`config.mk`:
```
export PLATFORM = sky130hd
export DESIGN_NAME = http_chunked_body_decoder_flat
export DESIGN_NICKNAME = d
export VERILOG_FILES = /design/src/hcbd_pkg.sv /design/src/hcbd_in_if.sv /design/src/hcbd_out_if.sv /design/src/hcbd_parse.sv /design/src/http_chunked_body_decoder.sv /design/src/flat_wrapper.sv
export SDC_FILE = /design/constraint.sdc
export NUM_CORES = 1
export LEC_CHECK = 0
export ABC_CLOCK_PERIOD_IN_PS = 5300
export BUFFER_PORTS_ARGS = -buffer_cell sky130_fd_sc_hd__clkbuf_2
export CAP_MARGIN = 40
export CORE_ASPECT_RATIO = 0.5
export CORE_MARGIN = 2
export CORE_UTILIZATION = 35
export CTS_CLUSTER_SIZE = 14
export DETAILED_ROUTE_END_ITERATION = 10
export GPL_ROUTABILITY_DRIVEN = 1
export HOLD_SLACK_MARGIN = 0.06
export PLACE_DENSITY = 0.5
export SLEW_MARGIN = 20
export SYNTH_ARGS = -nofsm -noshare
export SYNTH_HDL_FRONTEND = slang
export SYNTH_SLANG_ARGS = --single-unit
```
`constraint.sdc`:
```
create_clock -name clk -period 5.3 [get_ports clk]
set_input_delay 1.325 -clock clk [delete_from_list [all_inputs] [get_ports clk]]
set_output_delay 1.325 -clock clk [all_outputs]
set_load 0.1 [all_outputs]
```
`src/hcbd_pkg.sv`:
```
// Package for the chunked body decoder: codes, constants and shared types.
`default_nettype none
package hcbd_pkg;

  // Decoded length saturation ceiling and line terminator characters
  localparam logic [30:0] SIZE_LIMIT = 31'h7fff_ffff;
  localparam logic [7:0]  CH_CR      = 8'h0d;
  localparam logic [7:0]  CH_LF      = 8'h0a;

  // Parser phases
  typedef enum logic [2:0] {
    PH_SIZE    = 3'd0,
    PH_EXT     = 3'd1,
    PH_SIZE_LF = 3'd2,
    PH_DATA    = 3'd3,
    PH_DATA_CR = 3'd4,
    PH_DATA_LF = 3'd5
  } phase_t;

  // Sticky decode status codes
  typedef enum logic [2:0] {
    ST_RUN     = 3'd0,
    ST_DONE    = 3'd1,
    ST_NODIG   = 3'd2,
    ST_OVF     = 3'd3,
    ST_LINE    = 3'd4,
    ST_DATAEND = 3'd5,
    ST_TRUNC   = 3'd6
  } status_t;

  // One result word
  typedef struct packed {
    logic        payload_valid;
    logic [7:0]  payload_byte;
    status_t     decode_status;
    logic [30:0] decoded_length;
    logic        message_end;
  } result_t;

endpackage
`default_nettype wire

```
`src/hcbd_in_if.sv`:
```
// Input channel: raw encoded body bytes with an end-of-body flag.
`default_nettype none
interface hcbd_in_if;
  logic       valid;
  logic       ready;
  logic [7:0] body_byte;
  logic       final_byte;

  modport source (output valid, output body_byte, output final_byte, input ready);
  modport sink   (input valid, input body_byte, input final_byte, output ready);
endinterface
`default_nettype wire

```
`src/hcbd_out_if.sv`:
```
// Output channel: one decode result per input byte.
`default_nettype none
interface hcbd_out_if;
  logic        valid;
  logic        ready;
  logic        payload_valid;
  logic [7:0]  payload_byte;
  logic [2:0]  decode_status;
  logic [30:0] decoded_length;
  logic        message_end;

  modport source (output valid, output payload_valid, output payload_byte,
                  output decode_status, output decoded_length, output message_end,
                  input ready);
  modport sink   (input valid, input payload_valid, input payload_byte,
                  input decode_status, input decoded_length, input message_end,
                  output ready);
endinterface
`default_nettype wire

```
`src/hcbd_parse.sv`:
```
// Chunk parser: per-message state and the one-byte state update.
`default_nettype none
module hcbd_parse (
  input  wire logic            clk,
  input  wire logic            rst,
  input  wire logic            step,
  input  wire logic [7:0]      body_byte,
  input  wire logic            final_byte,
  output hcbd_pkg::result_t    result
);

  hcbd_pkg::phase_t  phase, phase_next;
  hcbd_pkg::status_t status, status_next, status_word;
  logic [30:0]       chunk_remaining, chunk_remaining_next;
  logic              digit_seen, digit_seen_next;
  logic [30:0]       length_count, length_count_next;
  logic              emit;
  logic [7:0]        emit_byte;

  // Hex digit decode, either letter case
  logic       is_hex;
  logic [3:0] hex_val;
  always_comb begin
    is_hex  = 1'b1;
    hex_val = 4'd0;
    if (body_byte >= 8'h30 && body_byte <= 8'h39) begin
      hex_val = body_byte[3:0];
    end else if ((body_byte >= 8'h61 && body_byte <= 8'h66) ||
                 (body_byte >= 8'h41 && body_byte <= 8'h46)) begin
      hex_val = body_byte[3:0] + 4'd9;
    end else begin
      is_hex = 1'b0;
    end
  end

  // Size accumulate; overflow when the shifted sum leaves 31 bits
  logic [34:0] size_acc;
  assign size_acc = {chunk_remaining, 4'b0000} + {31'd0, hex_val};

  logic [30:0] chunk_dec;
  assign chunk_dec = chunk_remaining - 31'd1;

  // Next state for the byte at hand
  always_comb begin
    phase_next           = phase;
    status_next          = status;
    chunk_remaining_next = chunk_remaining;
    digit_seen_next      = digit_seen;
    length_count_next    = length_count;
    emit                 = 1'b0;
    emit_byte            = 8'd0;
    if (status == hcbd_pkg::ST_RUN) begin
      unique case (phase)
        hcbd_pkg::PH_SIZE: begin
          if (is_hex) begin
            if (size_acc[34:31] != 4'd0) begin
              status_next = hcbd_pkg::ST_OVF;
            end else begin
              chunk_remaining_next = size_acc[30:0];
              digit_seen_next      = 1'b1;
            end
          end else if (!digit_seen) begin
            status_next = hcbd_pkg::ST_NODIG;
          end else if (body_byte == hcbd_pkg::CH_CR) begin
            phase_next = hcbd_pkg::PH_SIZE_LF;
          end else if (body_byte == hcbd_pkg::CH_LF) begin
            status_next = hcbd_pkg::ST_LINE;
          end else begin
            phase_next = hcbd_pkg::PH_EXT;
          end
        end
        hcbd_pkg::PH_EXT: begin
          if (body_byte == hcbd_pkg::CH_CR) begin
            phase_next = hcbd_pkg::PH_SIZE_LF;
          end else if (body_byte == hcbd_pkg::CH_LF) begin
            status_next = hcbd_pkg::ST_LINE;
          end
        end
        hcbd_pkg::PH_SIZE_LF: begin
          if (body_byte != hcbd_pkg::CH_LF) begin
            status_next = hcbd_pkg::ST_LINE;
          end else if (chunk_remaining == 31'd0) begin
            status_next = hcbd_pkg::ST_DONE;
          end else begin
            phase_next = hcbd_pkg::PH_DATA;
          end
        end
        hcbd_pkg::PH_DATA: begin
          emit      = 1'b1;
          emit_byte = body_byte;
          if (length_count != hcbd_pkg::SIZE_LIMIT) begin
            length_count_next = length_count + 31'd1;
          end
          chunk_remaining_next = chunk_dec;
          if (chunk_dec == 31'd0) begin
            phase_next = hcbd_pkg::PH_DATA_CR;
          end
        end
        hcbd_pkg::PH_DATA_CR: begin
          if (body_byte == hcbd_pkg::CH_CR) begin
            phase_next = hcbd_pkg::PH_DATA_LF;
          end else begin
            status_next = hcbd_pkg::ST_DATAEND;
          end
        end
        hcbd_pkg::PH_DATA_LF: begin
          if (body_byte == hcbd_pkg::CH_LF) begin
            phase_next           = hcbd_pkg::PH_SIZE;
            chunk_remaining_next = 31'd0;
            digit_seen_next      = 1'b0;
          end else begin
            status_next = hcbd_pkg::ST_DATAEND;
          end
        end
        default: begin
          phase_next = hcbd_pkg::PH_SIZE;
        end
      endcase
    end
  end

  // Still running at end of body means truncated
  assign status_word = (final_byte && status_next == hcbd_pkg::ST_RUN) ?
                       hcbd_pkg::ST_TRUNC : status_next;

  // Result word for this byte
  always_comb begin
    result.payload_valid  = emit;
    result.payload_byte   = emit_byte;
    result.decode_status  = status_word;
    result.decoded_length = length_count_next;
    result.message_end    = final_byte;
  end

  // State registers; end of body restarts the message
  always_ff @(posedge clk) begin
    if (rst || (step && final_byte)) begin
      phase           <= hcbd_pkg::PH_SIZE;
      status          <= hcbd_pkg::ST_RUN;
      chunk_remaining <= 31'd0;
      digit_seen      <= 1'b0;
      length_count    <= 31'd0;
    end else if (step) begin
      phase           <= phase_next;
      status          <= status_next;
      chunk_remaining <= chunk_remaining_next;
      digit_seen      <= digit_seen_next;
      length_count    <= length_count_next;
    end
  end

endmodule
`default_nettype wire

```
`src/http_chunked_body_decoder.sv`:
```
// Top level: input register, chunk parser and result register.
// A word accepted into the input register passes through the parser into the result register, which drives the output.
// Throughput: one word per cycle unless the output stalls; the parser computes each next state combinationally.
// A stalled output holds its result while one more word waits in the input register.
// Reset (rst, synchronous) empties both registers and returns the parser to the
// start of a message; the byte flagged final also restarts it.
`default_nettype none
module http_chunked_body_decoder (
  input wire logic  clk,
  input wire logic  rst,
  hcbd_in_if.sink   body,
  hcbd_out_if.source result
);

  logic              in_full;
  logic [7:0]        in_byte;
  logic              in_final;
  logic              out_full;
  hcbd_pkg::result_t out_word;
  hcbd_pkg::result_t parse_word;
  logic              out_adv;
  logic              step;

  // Pipeline advance
  assign out_adv    = !out_full || result.ready;
  assign step       = in_full && out_adv;
  assign body.ready = !in_full || out_adv;

  // Input register
  always_ff @(posedge clk) begin
    if (rst) begin
      in_full <= 1'b0;
    end else if (body.ready) begin
      in_full <= body.valid;
    end
  end

  always_ff @(posedge clk) begin
    if (body.ready && body.valid) begin
      in_byte  <= body.body_byte;
      in_final <= body.final_byte;
    end
  end

  hcbd_parse u_parse (
    .clk        (clk),
    .rst        (rst),
    .step       (step),
    .body_byte  (in_byte),
    .final_byte (in_final),
    .result     (parse_word)
  );

  // Result register
  always_ff @(posedge clk) begin
    if (rst) begin
      out_full <= 1'b0;
    end else if (out_adv) begin
      out_full <= in_full;
    end
  end

  always_ff @(posedge clk) begin
    if (step) begin
      out_word <= parse_word;
    end
  end

  assign result.valid          = out_full;
  assign result.payload_valid  = out_word.payload_valid;
  assign result.payload_byte   = out_word.payload_byte;
  assign result.decode_status  = out_word.decode_status;
  assign result.decoded_length = out_word.decoded_length;
  assign result.message_end    = out_word.message_end;

  // Data bytes only come out while the message is still running
  a_payload_running: assert property (@(posedge clk) disable iff (rst)
    (out_full && out_word.payload_valid && !out_word.message_end) |->
      (out_word.decode_status == hcbd_pkg::ST_RUN))
    else $error("payload word with non-running status");

  // Every end-of-body word carries a verdict
  a_end_verdict: assert property (@(posedge clk) disable iff (rst)
    (out_full && out_word.message_end) |-> (out_word.decode_status != hcbd_pkg::ST_RUN))
    else $error("end of body word with running status");

  // Reset empties the pipeline
  a_reset_empty: assert property (@(posedge clk)
    rst |=> (!in_full && !out_full))
    else $error("pipeline not empty after reset");

  // A held input word stays put while the output stalls
  a_in_hold: assert property (@(posedge clk) disable iff (rst)
    (in_full && !out_adv) |=> (in_full && $stable(in_byte) && $stable(in_final)))
    else $error("input register lost a word under stall");

endmodule
`default_nettype wire
```
`src/flat_wrapper.sv`:
```
// flat-port wrapper written by rule: the top's interface ports become plain ports
module http_chunked_body_decoder_flat 
  (clk, rst, body_valid, body_body_byte, body_final_byte, body_ready, result_valid, result_payload_valid, result_payload_byte, result_decode_status, result_decoded_length, result_message_end, result_ready);
  hcbd_in_if body_i ();
  hcbd_out_if result_i ();
  input wire logic clk;
  input wire logic rst;
  input wire logic [$bits(body_i.valid)-1:0] body_valid;
  input wire logic [$bits(body_i.body_byte)-1:0] body_body_byte;
  input wire logic [$bits(body_i.final_byte)-1:0] body_final_byte;
  output wire logic [$bits(body_i.ready)-1:0] body_ready;
  output wire logic [$bits(result_i.valid)-1:0] result_valid;
  output wire logic [$bits(result_i.payload_valid)-1:0] result_payload_valid;
  output wire logic [$bits(result_i.payload_byte)-1:0] result_payload_byte;
  output wire logic [$bits(result_i.decode_status)-1:0] result_decode_status;
  output wire logic [$bits(result_i.decoded_length)-1:0] result_decoded_length;
  output wire logic [$bits(result_i.message_end)-1:0] result_message_end;
  input wire logic [$bits(result_i.ready)-1:0] result_ready;
  assign body_i.valid = body_valid;
  assign body_i.body_byte = body_body_byte;
  assign body_i.final_byte = body_final_byte;
  assign body_ready = body_i.ready;
  assign result_valid = result_i.valid;
  assign result_payload_valid = result_i.payload_valid;
  assign result_payload_byte = result_i.payload_byte;
  assign result_decode_status = result_i.decode_status;
  assign result_decoded_length = result_i.decoded_length;
  assign result_message_end = result_i.message_end;
  assign result_i.ready = result_ready;
  http_chunked_body_decoder u_core (.clk(clk), .rst(rst), .body(body_i), .result(result_i));
endmodule
```
Word-level counts from Yosys, hierarchy flattened --
Index checks and enable logic that the tools add are counted.
Word-level totals: flip-flop bits (word level) 124, input bits 13, output and inout bits 46
Operators by class: add/sub/neg operators 4, order comparisons 6, eq/ne operators 20, muxes and demuxes 38, reduce and logical (&&, ||, !) cells 25
Operator list (count):
- $mux 31 | 6
- $pmux 31 s3 | 1
- $logic_not 31->1 | 2
- $mux 3 | 20
- $add 35x4->35 | 1
- $add 31x1->31 const B | 1
- $ne 31x31->1 const B | 1
- $sub 31x1->31 const B | 1
- $ne 2x2->1 const B | 10
- $pmux 3 s6 | 1
- $eq 8x4->1 const B | 2
- $ge 8x7->1 const B | 2
- $le 8x7->1 const B | 2
- $pmux 3 s5 | 1
- $reduce_and 6->1 | 2
- $reduce_and 11->1 | 1
- $logic_not 3->1 | 3
- $ge 8x6->1 const B | 1
- $le 8x6->1 const B | 1
- $mux 4 | 2
- $ne 8x4->1 const B | 1
- $logic_and 1x1->1 | 7
- $eq 3x2->1 const B | 2
- $eq 3x3->1 const B | 2
- 11 further kinds | 20

Depth between registers and ports, before layout --
Gate-level depths: netlist of run 1.
depth in word-level cells 13, mapped depth 11, gate-level depth less buffers 10

By module --
Synthesis of run 1 repeated with hierarchy kept, for this count alone.
Second synthesis, totals: cells, all modules 762, area, all modules 6902.9 um^2
By module, submodules not included:
- hcbd_parse | instances 1, cells each 699, area an instance 5207.5 um^2, sequential area each 1381.3 um^2
- http_chunked_body_decoder | instances 1, cells each 63, area an instance 1695.4 um^2, sequential area each 1631.6 um^2

Worst setup path before layout of run 1 --
Ideal clock, no wire load.
path kind input to register, start input result_ready, end register u_core.u_parse.length_count[26], library setup time 0.128 ns, arrival time 3.998 ns, path slack 1.174 ns, cell stages on the path 8, path through nand2b_1 nand2_1 inv_1 clkbuf_1 nand3_1 nor3_1 xnor2_1 nor2_1
On the way: word-level cells in the longest chain between the ends 4
Ends and longest elaborated chain:
- start, declared | line flat_wrapper.sv:18 | input wire logic [$bits(result_i.ready)-1:0] result_ready;
- $logic_or 1x1->1 (*) | line http_chunked_body_decoder.sv:25 | assign out_adv = !out_full || result.ready;
- $logic_and 1x1->1 (*) | line http_chunked_body_decoder.sv:26 | assign step = in_full && out_adv;
- via u_core.step | line http_chunked_body_decoder.sv:22 | logic step;
- $logic_and 1x1->1 | line hcbd_parse.sv:137 | if (rst || (step && final_byte)) begin
- $logic_or 1x1->1 | line hcbd_parse.sv:137
- end signal, assigned | line hcbd_parse.sv:148 | length_count <= length_count_next;
- end, declared | line hcbd_parse.sv:16 | logic [30:0] length_count, length_count_next;
Mark *: on every way through the listed nets, which the timed path passes. The rest lies on a longest branch. A chain may end at the register's enable or synchronous reset.

Final worst setup path of run 1 --
start input result_ready, end output body_ready
On the way: word-level cells in the longest chain between the ends 2
Ends and longest elaborated chain:
- $logic_or 1x1->1 | line http_chunked_body_decoder.sv:25
- $logic_or 1x1->1 | line http_chunked_body_decoder.sv:27 | assign body.ready = !in_full || out_adv;
- end, declared | line flat_wrapper.sv:11 | output wire logic [$bits(body_i.ready)-1:0] body_ready;
No other way between the ends.

==> reports/summary.txt, run 1 <==
Nets - 830
CP max FO - 4
First-pass GRT wire length - 29400 µm
Max-Cap Viols - 0
Antenna Cells - 0
Final min period - 3.48 ns
Largest net degree at the start of global routing - 36
Post-synth EDFFs - 53
# rows - 36
Final Wtd Congestion - 0.816
Initial antenna violation count - 0
Complex-gate fraction of the synthesized area - 13.8%
VDD IR max - 155 µV
Yosys reg bits - 124
Final antenna-violating net count - 0
Synth Area in XOR/XNOR - 9.24%
Die width - 204 µm
Ys flop type - dfxtp_1
CTS tree - done
Slew HR - 50.4%
Postcts setup bufs - 0
Peak Freq - 287 MHz
Final Hold Vio Count - 0
Top cell by count, worst path - clkbuf_2
Register area share after synthesis - 42.9%
WL/cell - 16.1 µm
Critical path's top delay family - buffers and inverters
Simple-gate share of the synthesized area - 27.0%
Die ar. - 21300 µm²
Critical Path, Cell by Cell - clkbuf_2 -> nor2b_1 -> nand2_1 -> clkbuf_2
Most common cell after layout, fill and taps aside - nor2_1
Final Max Slew Viols - 0
Clock root buffer - clkbuf_16
Port bufs - 58
Final Util - 41.3%
Mux share of post-synthesis cell area - 0.606%
Syn_nets - 803
Hold/Removal Path Class - reg2reg
GRT overflow - 0
CTS Buf Count - 17
Synth Area per Inst - 8.96 µm²
Worst-Margin Slew - 0.741 ns
CP arrival - 2.15 ns
Clock-pin slew on the worst setup and hold paths - 0.06 ns
Pwr Total - 2.54 mW
I/O pin cnt - 59
Clk buf depth - 2
# resized after CTS - 0
Fraction of layout cells with a size suffix above 1 - 15.4%
Setup violations, final - 0
H-tree depth - 4
Slowest-stage cell, CP - clkbuf_2
Cells after Synth - 783
CTS Sinks - 124
Power per cell area - 314 nW/µm²
Worst Skew - 0.00930 ns
Critical Path End Type - output pin
Most frequent cells in the layout - 101 x nor2_1, 73 x nand2_1, 71 x dfxtp_1
Combinational family with the most area after synthesis - simple AND/OR/NAND/NOR gates
Period utilization - 65.6%
Core area - 19500 µm²
Initial Util - 35.9%
Starting DRT DRC Count - 430
Critical path class - in2out
Final wirelength - 17500 µm
Yosys warns - 0
Vias - 5788
Max incr delay on CP - 0.38 ns
Critical path buffer and inverter count - 2
Synth async-reset ratio - 0%
Synthesized-area fraction occupied by adder cells - 1.25%
Die height - 104 µm
Critical path required time - 3.97 ns
Hold buffer count at cts - 0
# DRC - 0
Vias in the first global route - 5462
Pleak - 2.90 nW
Unrepaired setup endpoints after global routing - no
Hpwl dp - 11900 µm
Syn Std Cell Area - 7020 µm²
Outcome - finished, final reports clean
DR pass1 iterations - 5
Gr usage total - 17.2%
CP Launch Type - input port
Synthesis-to-layout area growth - 15.1%
Netlist cell types - 79
Via density - 5.31
Fin Setup TNS - 0 ns
Worst-skew pair later-pin latency - 0.42 ns
[state kept, by name, indices dropped and copies added, names as in the netlist, 3 cells and up]
name                            cells
u_core.result.decoded_length       31
u_core.u_parse.chunk_remaining     31
u_core.u_parse.length_count        31
u_core.in_byte                      8
u_core.result.payload_byte          8
u_core.result.decode_status         3
u_core.u_parse.phase                3
u_core.u_parse.status               3
[Yosys cell counts, drive strengths merged, types with 2 or more instances]
library cell	instances	area share [%]
nor2	102	5.6
nand2	73	3.9
dfxtp	71	20
edfxtp	53	23
a21oi	41	3.0
xnor2	40	5.0
clkbuf	36	1.9
o21ai	36	2.6
nor3	35	2.6
xor2	34	4.2
nand3	29	2.4
buf	24	2.3
inv	15	0.80
nor4	15	1.6
o31ai	14	1.5
nand4	13	1.3
and2	12	1.1
a221oi	9	1.1
and4	9	1.2
a211oi	7	0.75
and3	7	0.62
ha	7	1.2
or4	7	0.75
nand2b	6	0.54
nand3b	6	0.64
nand4b	6	0.96
nor2b	6	0.54
or3	6	0.61
a32o	4	0.57
nor3b	4	0.57
o41ai	4	0.50
or4b	4	0.62
a311oi	3	0.37
o2111ai	3	0.37
o21bai	3	0.32
o22ai	3	0.27
o31a	3	0.37
a21o	2	0.21
a31oi	2	0.18
clkinv	2	0.11
mux2	2	0.32
mux2i	2	0.29
nor4bb	2	0.29
o211ai	2	0.21
[cell type report]
class / count / area, µm²
clock buffer: 18 / 429
clock inverter: 14 / 193
fill: 1947 / 11500
inverter: 17 / 63.8
multi-input combinational: 582 / 3640
sequential: 124 / 3010
tap: 266 / 333
timing repair buffer: 68 / 405
[metrics by stage]
stage               setup slack (ns)  instance area [µm²]  hold WS (ns)  instances
floorplan                       1.17                 7020         0.450        783
global placement                1.23                 7380         0.469       1053
detailed placement              1.41                 7450         0.490       1057
CTS                             1.82                 8080         0.497       1089
global route                    1.58                 8080         0.532       1089
finish                          1.82                 8080         0.495       1089
[power breakdown]
group	internal, mW	switching (mW)	total (mW)
sequential	1.02	0.0174	1.04
combinational	0.0568	0.208	0.265
clock	0.787	0.447	1.23
[tightest hold or removal path, delay by kind of cell, from the launching register on]
family / cells / cell delay, ns
compound gates: 1 / 0.06
buf+inv: 1 / 0.07
flops: 1 / 0.32
[final timing paths]
path	slack (ns)	endpoint	from	cells past startpoint
worst max-delay path	1.82	body_ready	result_ready	4
worst max register to register	1.89	u_core.u_parse.phase[0]	u_core.u_parse.chunk_remaining[0]	9
worst min register to register	0.49	u_core.u_parse.length_count[30]	u_core.u_parse.length_count[30]	2
worst min-delay path	0.49	u_core.u_parse.length_count[30]	u_core.u_parse.length_count[30]	2
[logic make-up (layout without fill, tap and decap cells)]
kind of cell / Yosys count / in the layout
buf+inv: 77 / 117
simple gates: 350 / 350
compound gates: 147 / 147
flops: 124 / 124
fa+ha+maj: 7 / 7
mux: 4 / 4
xor+xnor: 74 / 74
[metal layers]
| layer | global-route usage (%) | part of all wire (%) |
|---|---|---|
| met5 | 0 | 0 |
| met4 | 4.66 | 1.1 |
| met3 | 3.35 | 3.3 |
| met2 | 26.8 | 46 |
| met1 | 24.1 | 50 |
(Power assumes the default switching activity.)
==> inputs of run 2 (changes only) <==
--- a/config.mk
+++ b/config.mk
@@ -5,7 +5,8 @@
 export SDC_FILE = /design/constraint.sdc
 export NUM_CORES = 1
 export LEC_CHECK = 0
-export ABC_CLOCK_PERIOD_IN_PS = 5300
+export ABC_AREA = 1
+export ABC_CLOCK_PERIOD_IN_PS = 3480
 export BUFFER_PORTS_ARGS = -buffer_cell sky130_fd_sc_hd__clkbuf_2
 export CAP_MARGIN = 40
 export CORE_ASPECT_RATIO = 0.5
@@ -15,7 +16,7 @@
 export DETAILED_ROUTE_END_ITERATION = 10
 export GPL_ROUTABILITY_DRIVEN = 1
 export HOLD_SLACK_MARGIN = 0.06
-export PLACE_DENSITY = 0.5
+export PLACE_DENSITY = 0.51
 export SLEW_MARGIN = 20
 export SYNTH_ARGS = -nofsm -noshare
 export SYNTH_HDL_FRONTEND = slang
==> constraint.sdc (replaced) <==
create_clock -name clk -period 3.48 [get_ports clk]
set_input_delay 0.87 -clock clk [delete_from_list [all_inputs] [get_ports clk]]
set_output_delay 0.87 -clock clk [all_outputs]
set_load 0.1 [all_outputs]
==> reports/summary.txt, run 2 <==
Outcome - finished, final reports clean
Final Wtd Congestion - 0.870
Top-area cell type share of the netlist area - 23.1%
GRT overflow - 0
Power per cell area - 519 nW/µm²
# rows - 36
Die height - 103 µm
Max-Cap Viols - 0
CTS Buf Count - 17
Hpwl dp - 12200 µm
FF-to-FF setup slack - 0.81 ns
Starting DRT DRC Count - 389
Port bufs - 58
Max incr delay on CP - 0.49 ns
Setup violations, final - 0
Via density - 4.86
Final min period - 2.67 ns
Pleak - 3.66 nW
Critical path buffer and inverter count - 3
Syn_nets - 969
Final antenna-violating net count - 0
Final Util - 41.3%
Postcts setup bufs - 0
Clock-pin slew on the worst setup and hold paths - 0.07 ns
Most instantiated cells after synthesis - 215 x nand2_1, 129 x inv_1, 121 x nor2_1, 73 x a21oi_1, 71 x dfxtp_1
Vias - 6245
DR pass1 iterations - 5
Antenna Cells - 0
H-tree depth - 4
Core area - 19400 µm²
Unrepaired setup endpoints after global routing - no
Critical path class - reg2reg
Setup WS pre-CTS - 0.789 ns
Yosys reg bits - 124
I/O pin cnt - 59
# resized after CTS - 0
Die ar. - 20900 µm²
Hold/Removal Path Class - reg2reg
Ys flop type - dfxtp_1
Synth Area per Inst - 7.28 µm²
# DRC - 0
Fraction of layout cells with a size suffix above 1 - 13.7%
Critical Path End Type - flip-flop
Worst-Margin Slew - 0.722 ns
WL/cell - 13.8 µm
CP arrival - 3.03 ns
Netlist cell types - 43
Peak Freq - 374 MHz
Critical Path, Cell by Cell - inv_1 -> ha_1 -> nand3_1 -> nor4_2 -> nor2_1 -> nor3_2 -> nand3_2 -> buf_4 -> inv_2 -> o21ai_0 -> a21oi_1
Critical path's top delay family - buffers and inverters
Pwr Total - 4.16 mW
Slowest-stage cell, CP - edfxtp_1
CP max FO - 38
Initial antenna violation count - 0
Vias in the first global route - 5834
Syn Std Cell Area - 6900 µm²
CTS tree - done
CTS Sinks - 124
Critical path required time - 3.84 ns
Most frequent cells in the layout - 215 x nand2_1, 128 x inv_1, 121 x nor2_1
Top-count cell post-synth - nand2_1
Worst-skew pair later-pin latency - 0.43 ns
Final wirelength - 17700 µm
Synth area leader - edfxtp_1
VDD IR max - 286 µV
DP Area - 7430 µm²
Hold buffer count at cts - 0
Final Hold Vio Count - 0
Most common cell after layout, fill and taps aside - nand2_1
Largest net degree at the start of global routing - 64
Slew HR - 51.8%
Gr usage total - 17.5%
Clock root buffer - clkbuf_16
Initial Util - 35.6%
Fin Setup TNS - 0 ns
First-pass GRT wire length - 28900 µm
Period utilization - 76.8%
CP Launch Type - flip-flop
Cells after Synth - 949
Synthesis-to-layout area growth - 16.1%
Post-synth EDFFs - 53
PnR worst setup slack - 0.807 ns
Synth async-reset ratio - 0%
Worst Skew - 0.0105 ns
Register area share after synthesis - 43.6%
Yosys warns - 0
Ranking of synthesized cells by area - edfxtp_1 23%, dfxtp_1 21%, nand2_1 12%
Die width - 203 µm
Clk buf depth - 2
Final Cell Area - 8010 µm²
Final Max Slew Viols - 0
Nets - 1025
run 2: changes by cell type after synthesis, sizes merged, moves of 22 or more:
| cell | delta |
|---|---|
| nand2 | +151 |
| o21ai | +54 |
| nor2 | +32 |
| inv | +124 |
| nor3 | -22 |
| xnor2 | -37 |
| nand3 | +23 |
| a21oi | +33 |
run 2: final cells by class:
cell class	instances	area [µm²]
Clock buffer	19	443
Clock inverter	13	140
Fill cell	1990	11400
Inverter	139	522
Multi-Input combinational cell	658	3220
Sequential cell	124	3010
Tap cell	266	333
Timing Repair Buffer	65	343
run 2: cell families (layout without fill, tap and decap cells):
logic type | count (synthesis) | in the layout | share of synthesized area [%]
compound gates | 189 | 189 | 14.7
xor+xnor | 16 | 16 | 2.03
fa+ha+maj | 7 | 7 | 1.27
buf+inv | 167 | 236 | 9.71
flops | 124 | 124 | 43.6
simple gates | 446 | 446 | 28.6
run 2: through the flow:
step,hold WS [ns],cells
after global routing,0.531,1284
after detailed placement,0.498,1252
after global placement,0.479,1252
after floorplan,0.450,949
final,0.515,1284
after CTS,0.512,1284
run 2: worst paths after layout:
path,end,depth (start not counted),startpoint
max,u_core.u_parse.chunk_remaining[21],11,u_core.in_byte[0]
min,u_core.u_parse.status[0],2,u_core.u_parse.status[0]
max reg2reg,u_core.u_parse.chunk_remaining[21],11,u_core.in_byte[0]
min reg2reg,u_core.u_parse.status[0],2,u_core.u_parse.status[0]
run 2: power by group:
part | switching, mW | internal, mW
Sequential | 0.0515 | 1.59
Combinational | 0.542 | 0.176
Clock | 0.727 | 1.08
run 2: worst reg2reg max path: cells and delay by family (launching register included):
family | cells | cell delay, ns
adder cells (fa/ha/maj) | 1 | 0.19
flip-flops | 1 | 0.49
AO/OA/AOI/OAI | 2 | 0.31
buffers and inverters | 3 | 0.82
AND/OR/NAND/NOR | 5 | 0.79
run 2: per-layer routing:
layer | vias to the layer above | wire, µm | GRT usage, %
met5 | - | 0 | 0
met4 | 0 | 150 | 5.00
met3 | 21 | 712 | 3.98
met2 | 124 | 8290 | 29.8
met1 | 2887 | 8550 | 22.6
li1 | 3213 | - | -
